[src/rtl/sdspi_pkg.sv]
`timescale 1ns / 1ps
// ----------------------------------------------------------------------------
// sdspi_pkg
// types and constants shared by the sd card spi command engine
// ----------------------------------------------------------------------------
package sdspi_pkg;

  // register indexes of the configuration port
  localparam logic [1:0] CFG_INIT_RETRY   = 2'd0;
  localparam logic [1:0] CFG_TOKEN_TMO    = 2'd1;
  localparam logic [1:0] CFG_BUSY_TMO     = 2'd2;
  localparam logic [1:0] CFG_RESP_ATTEMPT = 2'd3;

  // request codes
  localparam logic [2:0] OP_XDONE  = 3'd0;
  localparam logic [2:0] OP_TICK   = 3'd1;
  localparam logic [2:0] OP_INIT   = 3'd2;
  localparam logic [2:0] OP_READ   = 3'd3;
  localparam logic [2:0] OP_WBEGIN = 3'd4;
  localparam logic [2:0] OP_WBYTE  = 3'd5;
  localparam logic [2:0] OP_WFIN   = 3'd6;

  // status codes
  localparam logic [1:0] ST_OK    = 2'd0;
  localparam logic [1:0] ST_ERR   = 2'd1;
  localparam logic [1:0] ST_NOINIT = 2'd2;

  typedef struct packed {
    logic [2:0]  op;
    logic [7:0]  miso_byte;
    logic [31:0] sector;
    logic [8:0]  offset;
    logic [9:0]  count;
    logic [7:0]  data_byte;
  } in_item_t;

  typedef struct packed {
    logic [7:0] mosi_byte;
    logic       exchange;
    logic       select_low;
    logic [7:0] read_byte;
    logic       read_valid;
    logic       done_res;
    logic [1:0] status;
    logic [3:0] card_kind;
  } out_item_t;

  typedef struct packed {
    logic [11:0] init_retry_limit;
    logic [9:0]  read_token_timeout;
    logic [11:0] write_busy_timeout;
    logic [7:0]  response_attempts;
  } cfg_regs_t;

endpackage

[src/rtl/sd_card_spi_command_engine.sv]
`timescale 1ns / 1ps
// each item is held in the input register, then its result in the result register
// throughput: one item per cycle while the result side does not stall, set by the single-pass sequencer logic
// both sides decoupled by the input and result registers; stalls hold them in place
// reset (rst_n low, synchronous): idle, card uninitialised, registers at defaults
// ----------------------------------------------------------------------------
// sd_card_spi_command_engine
// spi-mode sd/mmc host engine stepped one byte exchange or tick per item
// ----------------------------------------------------------------------------
module sd_card_spi_command_engine (
  input  logic                 clk,
  input  logic                 rst_n,
  input  logic                 in_valid,
  output logic                 in_stall,
  input  sdspi_pkg::in_item_t  in_data,
  output logic                 out_valid,
  input  logic                 out_stall,
  output sdspi_pkg::out_item_t out_data,
  input  logic                 cfg_valid,
  output logic                 cfg_ready,
  input  logic [1:0]           cfg_index,
  input  logic [31:0]          cfg_data
);

  sdspi_pkg::in_item_t  in_r;
  sdspi_pkg::out_item_t out_r, res;
  sdspi_pkg::cfg_regs_t cfg;
  logic                 in_v_r, out_v_r;
  logic                 adv;

  // one step whenever an item is held and the result register is free or drained
  assign adv      = in_v_r && (!out_v_r || !out_stall);
  assign in_stall = in_v_r && !adv;
  assign cfg_ready = 1'b1;

  sdspi_cfg u_cfg (
    .clk      (clk),
    .rst_n    (rst_n),
    .wr_en    (cfg_valid && cfg_ready),
    .wr_index (cfg_index),
    .wr_data  (cfg_data),
    .regs     (cfg)
  );

  sdspi_core u_core (
    .clk   (clk),
    .rst_n (rst_n),
    .step  (adv),
    .item  (in_r),
    .cfg   (cfg),
    .res   (res)
  );

  // input register
  always_ff @(posedge clk) begin
    if (!rst_n) begin
      in_v_r <= 1'b0;
    end else if (!in_stall) begin
      in_v_r <= in_valid;
    end
  end

  always_ff @(posedge clk) begin
    if (in_valid && !in_stall) in_r <= in_data;
  end

  // result register
  always_ff @(posedge clk) begin
    if (!rst_n) begin
      out_v_r <= 1'b0;
    end else if (adv) begin
      out_v_r <= 1'b1;
    end else if (!out_stall) begin
      out_v_r <= 1'b0;
    end
  end

  always_ff @(posedge clk) begin
    if (adv) out_r <= res;
  end

  assign out_valid = out_v_r;
  assign out_data  = out_r;

endmodule

[src/rtl/sdspi_cfg.sv]
`timescale 1ns / 1ps
// ----------------------------------------------------------------------------
// sdspi_cfg
// configuration register file of the command engine
// ----------------------------------------------------------------------------
module sdspi_cfg (
  input  logic                clk,
  input  logic                rst_n,
  input  logic                wr_en,
  input  logic [1:0]          wr_index,
  input  logic [31:0]         wr_data,
  output sdspi_pkg::cfg_regs_t regs
);

  sdspi_pkg::cfg_regs_t regs_r;

  // register writes
  always_ff @(posedge clk) begin
    if (!rst_n) begin
      regs_r.init_retry_limit   <= 12'd1000;
      regs_r.read_token_timeout <= 10'd100;
      regs_r.write_busy_timeout <= 12'd1000;
      regs_r.response_attempts  <= 8'd10;
    end else if (wr_en) begin
      unique case (wr_index)
        sdspi_pkg::CFG_INIT_RETRY:   regs_r.init_retry_limit   <= wr_data[11:0];
        sdspi_pkg::CFG_TOKEN_TMO:    regs_r.read_token_timeout <= wr_data[9:0];
        sdspi_pkg::CFG_BUSY_TMO:     regs_r.write_busy_timeout <= wr_data[11:0];
        sdspi_pkg::CFG_RESP_ATTEMPT: regs_r.response_attempts  <= wr_data[7:0];
        default: ;
      endcase
    end
  end

  assign regs = regs_r;

endmodule

[src/rtl/sdspi_core.sv]
`timescale 1ns / 1ps
// ----------------------------------------------------------------------------
// sdspi_core
// sequencer state and single-pass next-state logic, one item per step
// ----------------------------------------------------------------------------
module sdspi_core (
  input  logic                 clk,
  input  logic                 rst_n,
  input  logic                 step,
  input  sdspi_pkg::in_item_t  item,
  input  sdspi_pkg::cfg_regs_t cfg,
  output sdspi_pkg::out_item_t res
);

  // phases
  localparam logic [3:0] P_IDLE   = 4'd0;
  localparam logic [3:0] P_DUMMY  = 4'd1;
  localparam logic [3:0] P_CMD    = 4'd2;
  localparam logic [3:0] P_R7     = 4'd3;
  localparam logic [3:0] P_ITICK  = 4'd4;
  localparam logic [3:0] P_TTICK  = 4'd5;
  localparam logic [3:0] P_TOKEN  = 4'd6;
  localparam logic [3:0] P_RDATA  = 4'd7;
  localparam logic [3:0] P_WHDR   = 4'd8;
  localparam logic [3:0] P_WBYTE  = 4'd9;
  localparam logic [3:0] P_WFILL  = 4'd10;
  localparam logic [3:0] P_WRESP  = 4'd11;
  localparam logic [3:0] P_WBUSY  = 4'd12;
  localparam logic [3:0] P_WBTICK = 4'd13;
  localparam logic [3:0] P_REL    = 4'd14;

  // command sequence steps
  localparam logic [3:0] S_CMD0  = 4'd0;
  localparam logic [3:0] S_CMD8  = 4'd1;
  localparam logic [3:0] S_LOOP2 = 4'd2;
  localparam logic [3:0] S_CMD58 = 4'd3;
  localparam logic [3:0] S_PROBE = 4'd4;
  localparam logic [3:0] S_LOOP1 = 4'd5;
  localparam logic [3:0] S_CMD16 = 4'd6;
  localparam logic [3:0] S_CMD17 = 4'd7;
  localparam logic [3:0] S_CMD24 = 4'd8;

  localparam logic [9:0] BLK      = 10'd512;
  localparam logic [9:0] BLK_CRC  = 10'd514;

  logic [3:0]  phase_r, phase_nxt;
  logic [3:0]  seq_r, seq_nxt;
  logic [3:0]  flags_r, flags_nxt;
  logic [7:0]  cidx_r, cidx_nxt;
  logic [31:0] carg_r, carg_nxt;
  logic [3:0]  fpos_r, fpos_nxt;
  logic [7:0]  poll_r, poll_nxt;
  logic [11:0] retry_r, retry_nxt;
  logic [9:0]  bcnt_r, bcnt_nxt;
  logic [8:0]  roff_r, roff_nxt;
  logic [9:0]  rcnt_r, rcnt_nxt;
  logic [9:0]  wrem_r, wrem_nxt;
  logic [7:0]  rep0_r, rep0_nxt;
  logic [7:0]  rep2_r, rep2_nxt;
  logic        app_r, app_nxt;
  logic        sel_r, sel_nxt;
  logic [3:0]  kind_r, kind_nxt;
  logic [1:0]  est_r, est_nxt;

  // byte of the command frame at a given position
  function automatic logic [7:0] frame_byte(input logic [3:0] pos, input logic app,
                                            input logic [7:0] cidx, input logic [31:0] carg);
    logic [7:0]  code;
    logic [31:0] arg;
    logic [7:0]  fb;
    code = app ? 8'h77 : {1'b0, cidx[6:0]};
    arg  = app ? 32'd0 : carg;
    case (pos)
      4'd2:    fb = code;
      4'd3:    fb = arg[31:24];
      4'd4:    fb = arg[23:16];
      4'd5:    fb = arg[15:8];
      4'd6:    fb = arg[7:0];
      default: fb = (code == 8'h40) ? 8'h95 : ((code == 8'h48) ? 8'h87 : 8'h01);
    endcase
    return fb;
  endfunction

  // next state and result of one item
  always_comb begin
    logic        st_go;
    logic [7:0]  st_cmd;
    logic [31:0] st_arg;
    logic [3:0]  st_seq;
    logic        bl_go;
    logic        ei_go;
    logic [3:0]  ei_ty;
    logic        rl_go;
    logic [1:0]  rl_st;
    logic [9:0]  bc_inc;
    logic [9:0]  bc_rel;
    logic [31:0] addr;
    logic [7:0]  miso;

    st_go = 1'b0; st_cmd = 8'd0; st_arg = 32'd0; st_seq = S_CMD0;
    bl_go = 1'b0; ei_go = 1'b0; ei_ty = 4'd0; rl_go = 1'b0; rl_st = sdspi_pkg::ST_OK;
    miso   = item.miso_byte;
    bc_inc = bcnt_r + 10'd1;
    bc_rel = bcnt_r - {1'b0, roff_r};
    addr   = flags_r[3] ? item.sector : {item.sector[22:0], 9'd0};

    phase_nxt = phase_r; seq_nxt = seq_r; flags_nxt = flags_r; cidx_nxt = cidx_r;
    carg_nxt = carg_r; fpos_nxt = fpos_r; poll_nxt = poll_r; retry_nxt = retry_r;
    bcnt_nxt = bcnt_r; roff_nxt = roff_r; rcnt_nxt = rcnt_r; wrem_nxt = wrem_r;
    rep0_nxt = rep0_r; rep2_nxt = rep2_r; app_nxt = app_r; sel_nxt = sel_r;
    kind_nxt = kind_r; est_nxt = est_r;
    res = '0;

    if (phase_r == P_IDLE) begin
      // new request
      case (item.op)
        sdspi_pkg::OP_INIT: begin
          kind_nxt = 4'd0; sel_nxt = 1'b0; bcnt_nxt = 10'd10; phase_nxt = P_DUMMY;
          res.exchange = 1'b1; res.mosi_byte = 8'hFF;
        end
        sdspi_pkg::OP_READ: begin
          if (flags_r == 4'd0) begin
            res.done_res = 1'b1; res.status = sdspi_pkg::ST_NOINIT;
          end else begin
            roff_nxt = item.offset; rcnt_nxt = item.count;
            st_go = 1'b1; st_cmd = 8'h51; st_arg = addr; st_seq = S_CMD17;
          end
        end
        sdspi_pkg::OP_WBEGIN: begin
          if (flags_r == 4'd0) begin
            res.done_res = 1'b1; res.status = sdspi_pkg::ST_NOINIT;
          end else begin
            st_go = 1'b1; st_cmd = 8'h58; st_arg = addr; st_seq = S_CMD24;
          end
        end
        sdspi_pkg::OP_WBYTE: begin
          if (wrem_r == 10'd0) begin
            res.done_res = 1'b1;
          end else begin
            wrem_nxt = wrem_r - 10'd1; phase_nxt = P_WBYTE;
            res.exchange = 1'b1; res.mosi_byte = item.data_byte;
          end
        end
        sdspi_pkg::OP_WFIN: begin
          bcnt_nxt = wrem_r + 10'd2; phase_nxt = P_WFILL;
          res.exchange = 1'b1;
        end
        default: ;
      endcase
    end else if (phase_r == P_ITICK || phase_r == P_TTICK || phase_r == P_WBTICK) begin
      // millisecond waits
      if (item.op == sdspi_pkg::OP_TICK) begin
        if (phase_r == P_ITICK) begin
          retry_nxt = retry_r - 12'd1;
          if (retry_nxt == 12'd0) begin
            ei_go = 1'b1;
          end else begin
            st_go = 1'b1; st_cmd = cidx_r; st_arg = carg_r; st_seq = seq_r;
          end
        end else if (phase_r == P_TTICK) begin
          phase_nxt = P_TOKEN; res.exchange = 1'b1; res.mosi_byte = 8'hFF;
        end else begin
          retry_nxt = retry_r - 12'd1; phase_nxt = P_WBUSY;
          res.exchange = 1'b1; res.mosi_byte = 8'hFF;
        end
      end
    end else if (item.op == sdspi_pkg::OP_XDONE) begin
      // completed byte exchange
      case (phase_r)
        P_DUMMY: begin
          bcnt_nxt = bcnt_r - 10'd1;
          if (bcnt_nxt != 10'd0) begin
            res.exchange = 1'b1; res.mosi_byte = 8'hFF;
          end else begin
            st_go = 1'b1; st_cmd = 8'h40; st_arg = 32'd0; st_seq = S_CMD0;
          end
        end
        P_CMD: begin
          if (fpos_r < 4'd8) begin
            fpos_nxt = fpos_r + 4'd1;
            res.exchange = 1'b1; res.mosi_byte = 8'hFF;
            if (fpos_nxt == 4'd1) begin
              sel_nxt = 1'b1;
            end else if (fpos_nxt < 4'd8) begin
              res.mosi_byte = frame_byte(fpos_nxt, app_r, cidx_r, carg_r);
            end else begin
              poll_nxt = cfg.response_attempts;
            end
          end else if (miso[7] && (poll_r - 8'd1) != 8'd0) begin
            poll_nxt = poll_r - 8'd1;
            res.exchange = 1'b1; res.mosi_byte = 8'hFF;
          end else if (app_r && miso <= 8'd1) begin
            // prefix accepted, send the command itself
            poll_nxt = miso[7] ? poll_r - 8'd1 : poll_r;
            app_nxt = 1'b0; fpos_nxt = 4'd0; sel_nxt = 1'b0;
            res.exchange = 1'b1; res.mosi_byte = 8'hFF;
          end else begin
            poll_nxt = miso[7] ? poll_r - 8'd1 : poll_r;
            app_nxt = 1'b0;
            // reply dispatch
            case (seq_r)
              S_CMD0: begin
                if (miso == 8'd1) begin
                  st_go = 1'b1; st_cmd = 8'h48; st_arg = 32'h1AA; st_seq = S_CMD8;
                end else begin
                  ei_go = 1'b1;
                end
              end
              S_CMD8, S_CMD58: begin
                if ((seq_r == S_CMD8 && miso == 8'd1) || (seq_r == S_CMD58 && miso == 8'd0))
                begin
                  bcnt_nxt = 10'd0; phase_nxt = P_R7;
                  res.exchange = 1'b1; res.mosi_byte = 8'hFF;
                end else if (seq_r == S_CMD8) begin
                  st_go = 1'b1; st_cmd = 8'hE9; st_arg = 32'd0; st_seq = S_PROBE;
                end else begin
                  ei_go = 1'b1;
                end
              end
              S_LOOP2, S_LOOP1: begin
                if (miso == 8'd0) begin
                  st_go = 1'b1;
                  if (seq_r == S_LOOP2) begin
                    st_cmd = 8'h7A; st_arg = 32'd0; st_seq = S_CMD58;
                  end else begin
                    st_cmd = 8'h50; st_arg = 32'd512; st_seq = S_CMD16;
                  end
                end else begin
                  phase_nxt = P_ITICK;
                end
              end
              S_PROBE: begin
                bl_go = 1'b1; st_arg = 32'd0; st_seq = S_LOOP1;
                if (miso <= 8'd1) begin
                  kind_nxt = 4'd2; st_cmd = 8'hE9;
                end else begin
                  kind_nxt = 4'd1; st_cmd = 8'h41;
                end
              end
              S_CMD16: begin
                ei_go = 1'b1; ei_ty = (miso == 8'd0) ? kind_r : 4'd0;
              end
              S_CMD17: begin
                if (miso == 8'd0) begin
                  retry_nxt = {2'd0, cfg.read_token_timeout}; phase_nxt = P_TTICK;
                end else begin
                  rl_go = 1'b1; rl_st = sdspi_pkg::ST_ERR;
                end
              end
              default: begin
                if (miso == 8'd0) begin
                  bcnt_nxt = 10'd0; phase_nxt = P_WHDR;
                  res.exchange = 1'b1; res.mosi_byte = 8'hFF;
                end else begin
                  phase_nxt = P_IDLE; res.done_res = 1'b1; res.status = sdspi_pkg::ST_ERR;
                end
              end
            endcase
          end
        end
        P_R7: begin
          if (bcnt_r[1:0] == 2'd0) rep0_nxt = miso;
          if (bcnt_r[1:0] == 2'd2) rep2_nxt = miso;
          bcnt_nxt = bc_inc;
          if (bc_inc < 10'd4) begin
            res.exchange = 1'b1; res.mosi_byte = 8'hFF;
          end else if (seq_r == S_CMD8) begin
            if (rep2_r == 8'h01 && miso == 8'hAA) begin
              bl_go = 1'b1; st_cmd = 8'hE9; st_arg = 32'h4000_0000; st_seq = S_LOOP2;
            end else begin
              ei_go = 1'b1;
            end
          end else begin
            ei_go = 1'b1; ei_ty = rep0_r[6] ? 4'd12 : 4'd4;
          end
        end
        P_TOKEN: begin
          if (miso == 8'hFF) begin
            retry_nxt = {2'd0, retry_r[9:0] - 10'd1};
            if (retry_nxt != 12'd0) begin
              phase_nxt = P_TTICK;
            end else begin
              rl_go = 1'b1; rl_st = sdspi_pkg::ST_ERR;
            end
          end else if (miso == 8'hFE) begin
            bcnt_nxt = 10'd0; phase_nxt = P_RDATA;
            res.exchange = 1'b1; res.mosi_byte = 8'hFF;
          end else begin
            rl_go = 1'b1; rl_st = sdspi_pkg::ST_ERR;
          end
        end
        P_RDATA: begin
          if (bcnt_r >= {1'b0, roff_r} && bc_rel < rcnt_r && bcnt_r < BLK) begin
            res.read_valid = 1'b1; res.read_byte = miso;
          end
          bcnt_nxt = bc_inc;
          if (bc_inc < BLK_CRC) begin
            res.exchange = 1'b1; res.mosi_byte = 8'hFF;
          end else begin
            rl_go = 1'b1;
          end
        end
        P_WHDR: begin
          if (bcnt_r == 10'd0) begin
            bcnt_nxt = 10'd1; res.exchange = 1'b1; res.mosi_byte = 8'hFE;
          end else begin
            wrem_nxt = BLK; phase_nxt = P_IDLE; res.done_res = 1'b1;
          end
        end
        P_WBYTE: begin
          phase_nxt = P_IDLE; res.done_res = 1'b1;
        end
        P_WFILL: begin
          bcnt_nxt = bcnt_r - 10'd1; res.exchange = 1'b1;
          if (bcnt_nxt == 10'd0) begin
            phase_nxt = P_WRESP; res.mosi_byte = 8'hFF;
          end
        end
        P_WRESP: begin
          if (miso[4:0] == 5'h05) begin
            retry_nxt = cfg.write_busy_timeout; phase_nxt = P_WBUSY;
            res.exchange = 1'b1; res.mosi_byte = 8'hFF;
          end else begin
            rl_go = 1'b1; rl_st = sdspi_pkg::ST_ERR;
          end
        end
        P_WBUSY: begin
          if (miso == 8'hFF) begin
            rl_go = 1'b1; rl_st = (retry_r != 12'd0) ? sdspi_pkg::ST_OK : sdspi_pkg::ST_ERR;
          end else if (retry_r == 12'd0) begin
            rl_go = 1'b1; rl_st = sdspi_pkg::ST_ERR;
          end else begin
            phase_nxt = P_WBTICK;
          end
        end
        default: begin
          phase_nxt = P_IDLE; res.done_res = 1'b1; res.status = est_r;
        end
      endcase
    end

    // retry loop entry
    if (bl_go) begin
      retry_nxt = cfg.init_retry_limit;
      if (cfg.init_retry_limit == 12'd0) ei_go = 1'b1;
      else st_go = 1'b1;
    end
    // end of identification
    if (ei_go) begin
      flags_nxt = ei_ty; rl_go = 1'b1;
      rl_st = (ei_ty != 4'd0) ? sdspi_pkg::ST_OK : sdspi_pkg::ST_NOINIT;
    end
    // deselect and one trailing byte
    if (rl_go) begin
      est_nxt = rl_st; sel_nxt = 1'b0; phase_nxt = P_REL;
      res.exchange = 1'b1; res.mosi_byte = 8'hFF;
    end
    // command frame start
    if (st_go) begin
      cidx_nxt = st_cmd; carg_nxt = st_arg; seq_nxt = st_seq; app_nxt = st_cmd[7];
      fpos_nxt = 4'd0; sel_nxt = 1'b0; phase_nxt = P_CMD;
      res.exchange = 1'b1; res.mosi_byte = 8'hFF;
    end

    res.select_low = sel_nxt;
    res.card_kind  = flags_nxt;
  end

  // state registers
  always_ff @(posedge clk) begin
    if (!rst_n) begin
      phase_r <= P_IDLE; seq_r <= S_CMD0; flags_r <= '0; cidx_r <= '0; carg_r <= '0;
      fpos_r <= '0; poll_r <= '0; retry_r <= '0; bcnt_r <= '0; roff_r <= '0;
      rcnt_r <= '0; wrem_r <= '0; rep0_r <= '0; rep2_r <= '0; app_r <= 1'b0;
      sel_r <= 1'b0; kind_r <= '0; est_r <= '0;
    end else if (step) begin
      phase_r <= phase_nxt; seq_r <= seq_nxt; flags_r <= flags_nxt; cidx_r <= cidx_nxt;
      carg_r <= carg_nxt; fpos_r <= fpos_nxt; poll_r <= poll_nxt; retry_r <= retry_nxt;
      bcnt_r <= bcnt_nxt; roff_r <= roff_nxt; rcnt_r <= rcnt_nxt; wrem_r <= wrem_nxt;
      rep0_r <= rep0_nxt; rep2_r <= rep2_nxt; app_r <= app_nxt; sel_r <= sel_nxt;
      kind_r <= kind_nxt; est_r <= est_nxt;
    end
  end

endmodule

[config.mk]
export PLATFORM = sky130hd
export DESIGN_NAME = sd_card_spi_command_engine
export DESIGN_NICKNAME = d
export VERILOG_FILES = /design/src/rtl/sdspi_pkg.sv /design/src/rtl/sd_card_spi_command_engine.sv /design/src/rtl/sdspi_cfg.sv /design/src/rtl/sdspi_core.sv
export SDC_FILE = /design/constraint.sdc
export NUM_CORES = 1
export LEC_CHECK = 0
export ABC_AREA = 1
export BUFFER_PORTS_ARGS = -buffer_cell sky130_fd_sc_hd__buf_4
export CAP_MARGIN = 20
export CORE_MARGIN = 2
export CORE_UTILIZATION = 56
export CTS_BUF_LIST = sky130_fd_sc_hd__clkbuf_16
export CTS_CLUSTER_SIZE = 28
export DETAILED_ROUTE_END_ITERATION = 16
export PLACE_DENSITY = 0.78
export SYNTH_ARGS = -nofsm -noshare
export SYNTH_HDL_FRONTEND = slang
export SYNTH_SLANG_ARGS = --single-unit
[constraint.sdc]
create_clock -name clk -period 6.9 [get_ports clk]
set_clock_uncertainty 0.15 [all_clocks]
set_input_delay 1.725 -clock clk [delete_from_list [all_inputs] [get_ports clk]]
set_output_delay 1.725 -clock clk [all_outputs]
set_load 0.005 [all_outputs]
==> results.md <==
- Status: completed
- Die W: 165 um
- Max clock buf depth: 3
- Mapped Cells: 1,930
- Synth top area cells: dfxtp_1 24%, edfxtp_1 20%, nand2_1 9.1%
- Pwr per Cell Area: 275 nW/um2
- Num rows: 58
- Vias per cell: 5.68
- N_diodes: 0
- DP HPWL: 28.7 mm
- Yosys top cell area share: 24.0%
- Input/output buffers: 116
- H-tree depth: 1
- 1st-iter DRT viols: 1,310
- # Max-Cap Violations: 0
- Measured slew at the worst slew-check pin: 0.977 ns
- Syn-to-layout area delta: 13.7%
- Seq/Total Area, Yosys: 44.0%
- RSZ-0062 raised after global routing: no
- Leakage: 7.11 nW
- Rel. slew slack: 33.2%
- Crit path DAT: 4.51 ns
- Gpl congestion: 0.998
- Setup bufs post-CTS: 0
- Cts hold-fix bufs: 0
- Hold Violations, Final: 0
- VDD IR max: 0.000241 V
- Startpoint Class: flop
- # setup viols final: 0
- Syn_nets: 2,078
- Share of async-settable or async-resettable flops after synthesis: 0%
- CTS tree: built
- Post-Route WL: 39.2 mm
- Share of post-route cells with drive strength above 1: 11.3%
- Setup TNS: 0 ns
- Core area: 25,300 um2
- Die area: 27,100 um2
- EDFF count, synth: 96
- Syn Area/Cell: 7.48 um2
- Yosys cell types: 56
- Commonest cells after routing, fill and taps aside: 350 x nand2_1, 244 x inv_1, 232 x nor2_1
- Post-route ant nets: 0
- Hold Crit Class: reg2reg
- Initial Util: 57.1%
- Remaining DRCs: 0
- Initial antenna violation count: 0
- Post-layout util: 65.0%
- CTS Buf Count: 30
- Die H: 165 um
- First-pass GRT wire length: 62.5 mm
- # clock sinks: 269
- Reg2reg setup slack: 2.66 ns
- Total gr overflow: 0
- IO Pins: 138
- Yosys reg bits: 269
- CP max FO: 12
- CP Data Required Time: 7.17 ns
- Final #Nets: 2,172
- Clk root buf: clkbuf_16
- Post-synth top area cell: dfxtp_1
- Max Transition Viols Final: 0
- Mapped cell area: 14,400 um2
- Largest net degree at the start of global routing: 73
- Clock edge transition at the registers on the reported setup and hold paths: 0.06 ns
- Min cycle time layout: 4.24 ns
- Top FF cell, synth: dfxtp_1
- Commonest non-fill, non-tap cell in the layout: nand2_1
- WS Path Type: reg2reg
- Drt first pass iters: 8
- Yosys warnings: 0
- Vias in the first global route: 12,400
- WHS: 0.303 ns
- Final period util: 61.5%
- Max Fclk: 236 MHz
- Overall routing resource usage: 28.8%
- Wirelength per Cell: 16.5 um
- Vias: 13,500
- Worst skew pair latency: 0.57 ns
- Post-CTS Resized: 0
- Crit. End Element: flop
cell usage after synthesis, drive strengths merged, types with 22 or more instances:
cell    instances
buf            22
nand2         366
nor3           45
nand4          33
o21ai         205
clkbuf         41
a21oi         164
nand3         131
nor2          253
ha             38
dfxtp         173
edfxtp         96
inv           248
metal layers:
layer / part of all wire, % / global-route usage, %
met4: 3.2 / 9.01
met2: 46 / 47.3
met5: 0 / 0
met3: 7.3 / 4.32
met1: 43 / 39.4
where the power goes:
part           internal (mW)  switching, mW
combinational          0.413          0.767
clock                  0.865          0.643
sequential              1.74         0.0774
through the flow:
step	setup WS [ns]	cell area (um2)	power [mW]	cells
final	2.66	16400	4.51	2377
after global routing	2.30	16400	4.76	2377
after CTS	2.68	16400	4.50	2377
after detailed placement	2.19	15500	3.00	2322
after global placement	2.23	15500	2.98	2322
after floorplan	2.92	14400	2.67	1930
sequential cells by signal, summed over array words and instances, names as in the netlist, 8 cells and up:
| name | flops |
|---|---|
| in_r | 70 |
| out_data | 26 |
| u_cfg.regs | 42 |
| u_core.bcnt_r | 10 |
| u_core.carg_r | 32 |
| u_core.poll_r | 8 |
| u_core.rcnt_r | 10 |
| u_core.rep2_r | 8 |
| u_core.retry_r | 12 |
| u_core.roff_r | 9 |
| u_core.wrem_r | 10 |
final cells by class:
type                       count  area (um2)
inverter                     249         935
multi-input combinational   1349        6840
sequential                   269        6350
clock inverter                25         191
fill                        2176        8840
clock buffer                  30         751
tap                          330         413
timing repair buffer         125         938
kinds of logic after synthesis:
| kind of cell | Yosys count | share of synthesized area, % |
|---|---|---|
| XOR/XNOR | 23 | 1.45 |
| AO/OA/AOI/OAI | 441 | 16.6 |
| other | 1 | 0.0260 |
| flip-flops | 269 | 44.0 |
| adder cells (fa/ha/maj) | 39 | 3.43 |
| AND/OR/NAND/NOR | 845 | 25.9 |
| buffers and inverters | 312 | 8.63 |
worst max-delay path, stage by stage, from the launching register on:
cell,delay [ns]
dfxtp_1,0.56
inv_1,0.25
ha_1,0.26
o21ai_0,0.31
a21oi_1,0.10
o21ai_0,0.29
a21oi_1,0.11
o21bai_1,0.22
a21oi_1,0.09
o21ai_0,0.19
xor2_1,0.17
ha_1,0.26
a2111o_1,0.42
nor3_1,0.17
o211ai_1,0.31
nor2_1,0.21
final timing paths:
kind	start	to	depth (start not counted)
max	u_core.bcnt_r[0]$_SDFFE_PN0P_	out_data[10]$_SDFFCE_PP0P_	15
max reg2reg	u_core.bcnt_r[0]$_SDFFE_PN0P_	out_data[10]$_SDFFCE_PP0P_	15
min	u_core.carg_r[11]$_SDFFE_PN0P_	u_core.carg_r[11]$_SDFFE_PN0P_	2
min reg2reg	u_core.carg_r[11]$_SDFFE_PN0P_	u_core.carg_r[11]$_SDFFE_PN0P_	2
Note: power is estimated with default switching activity, not from simulation.
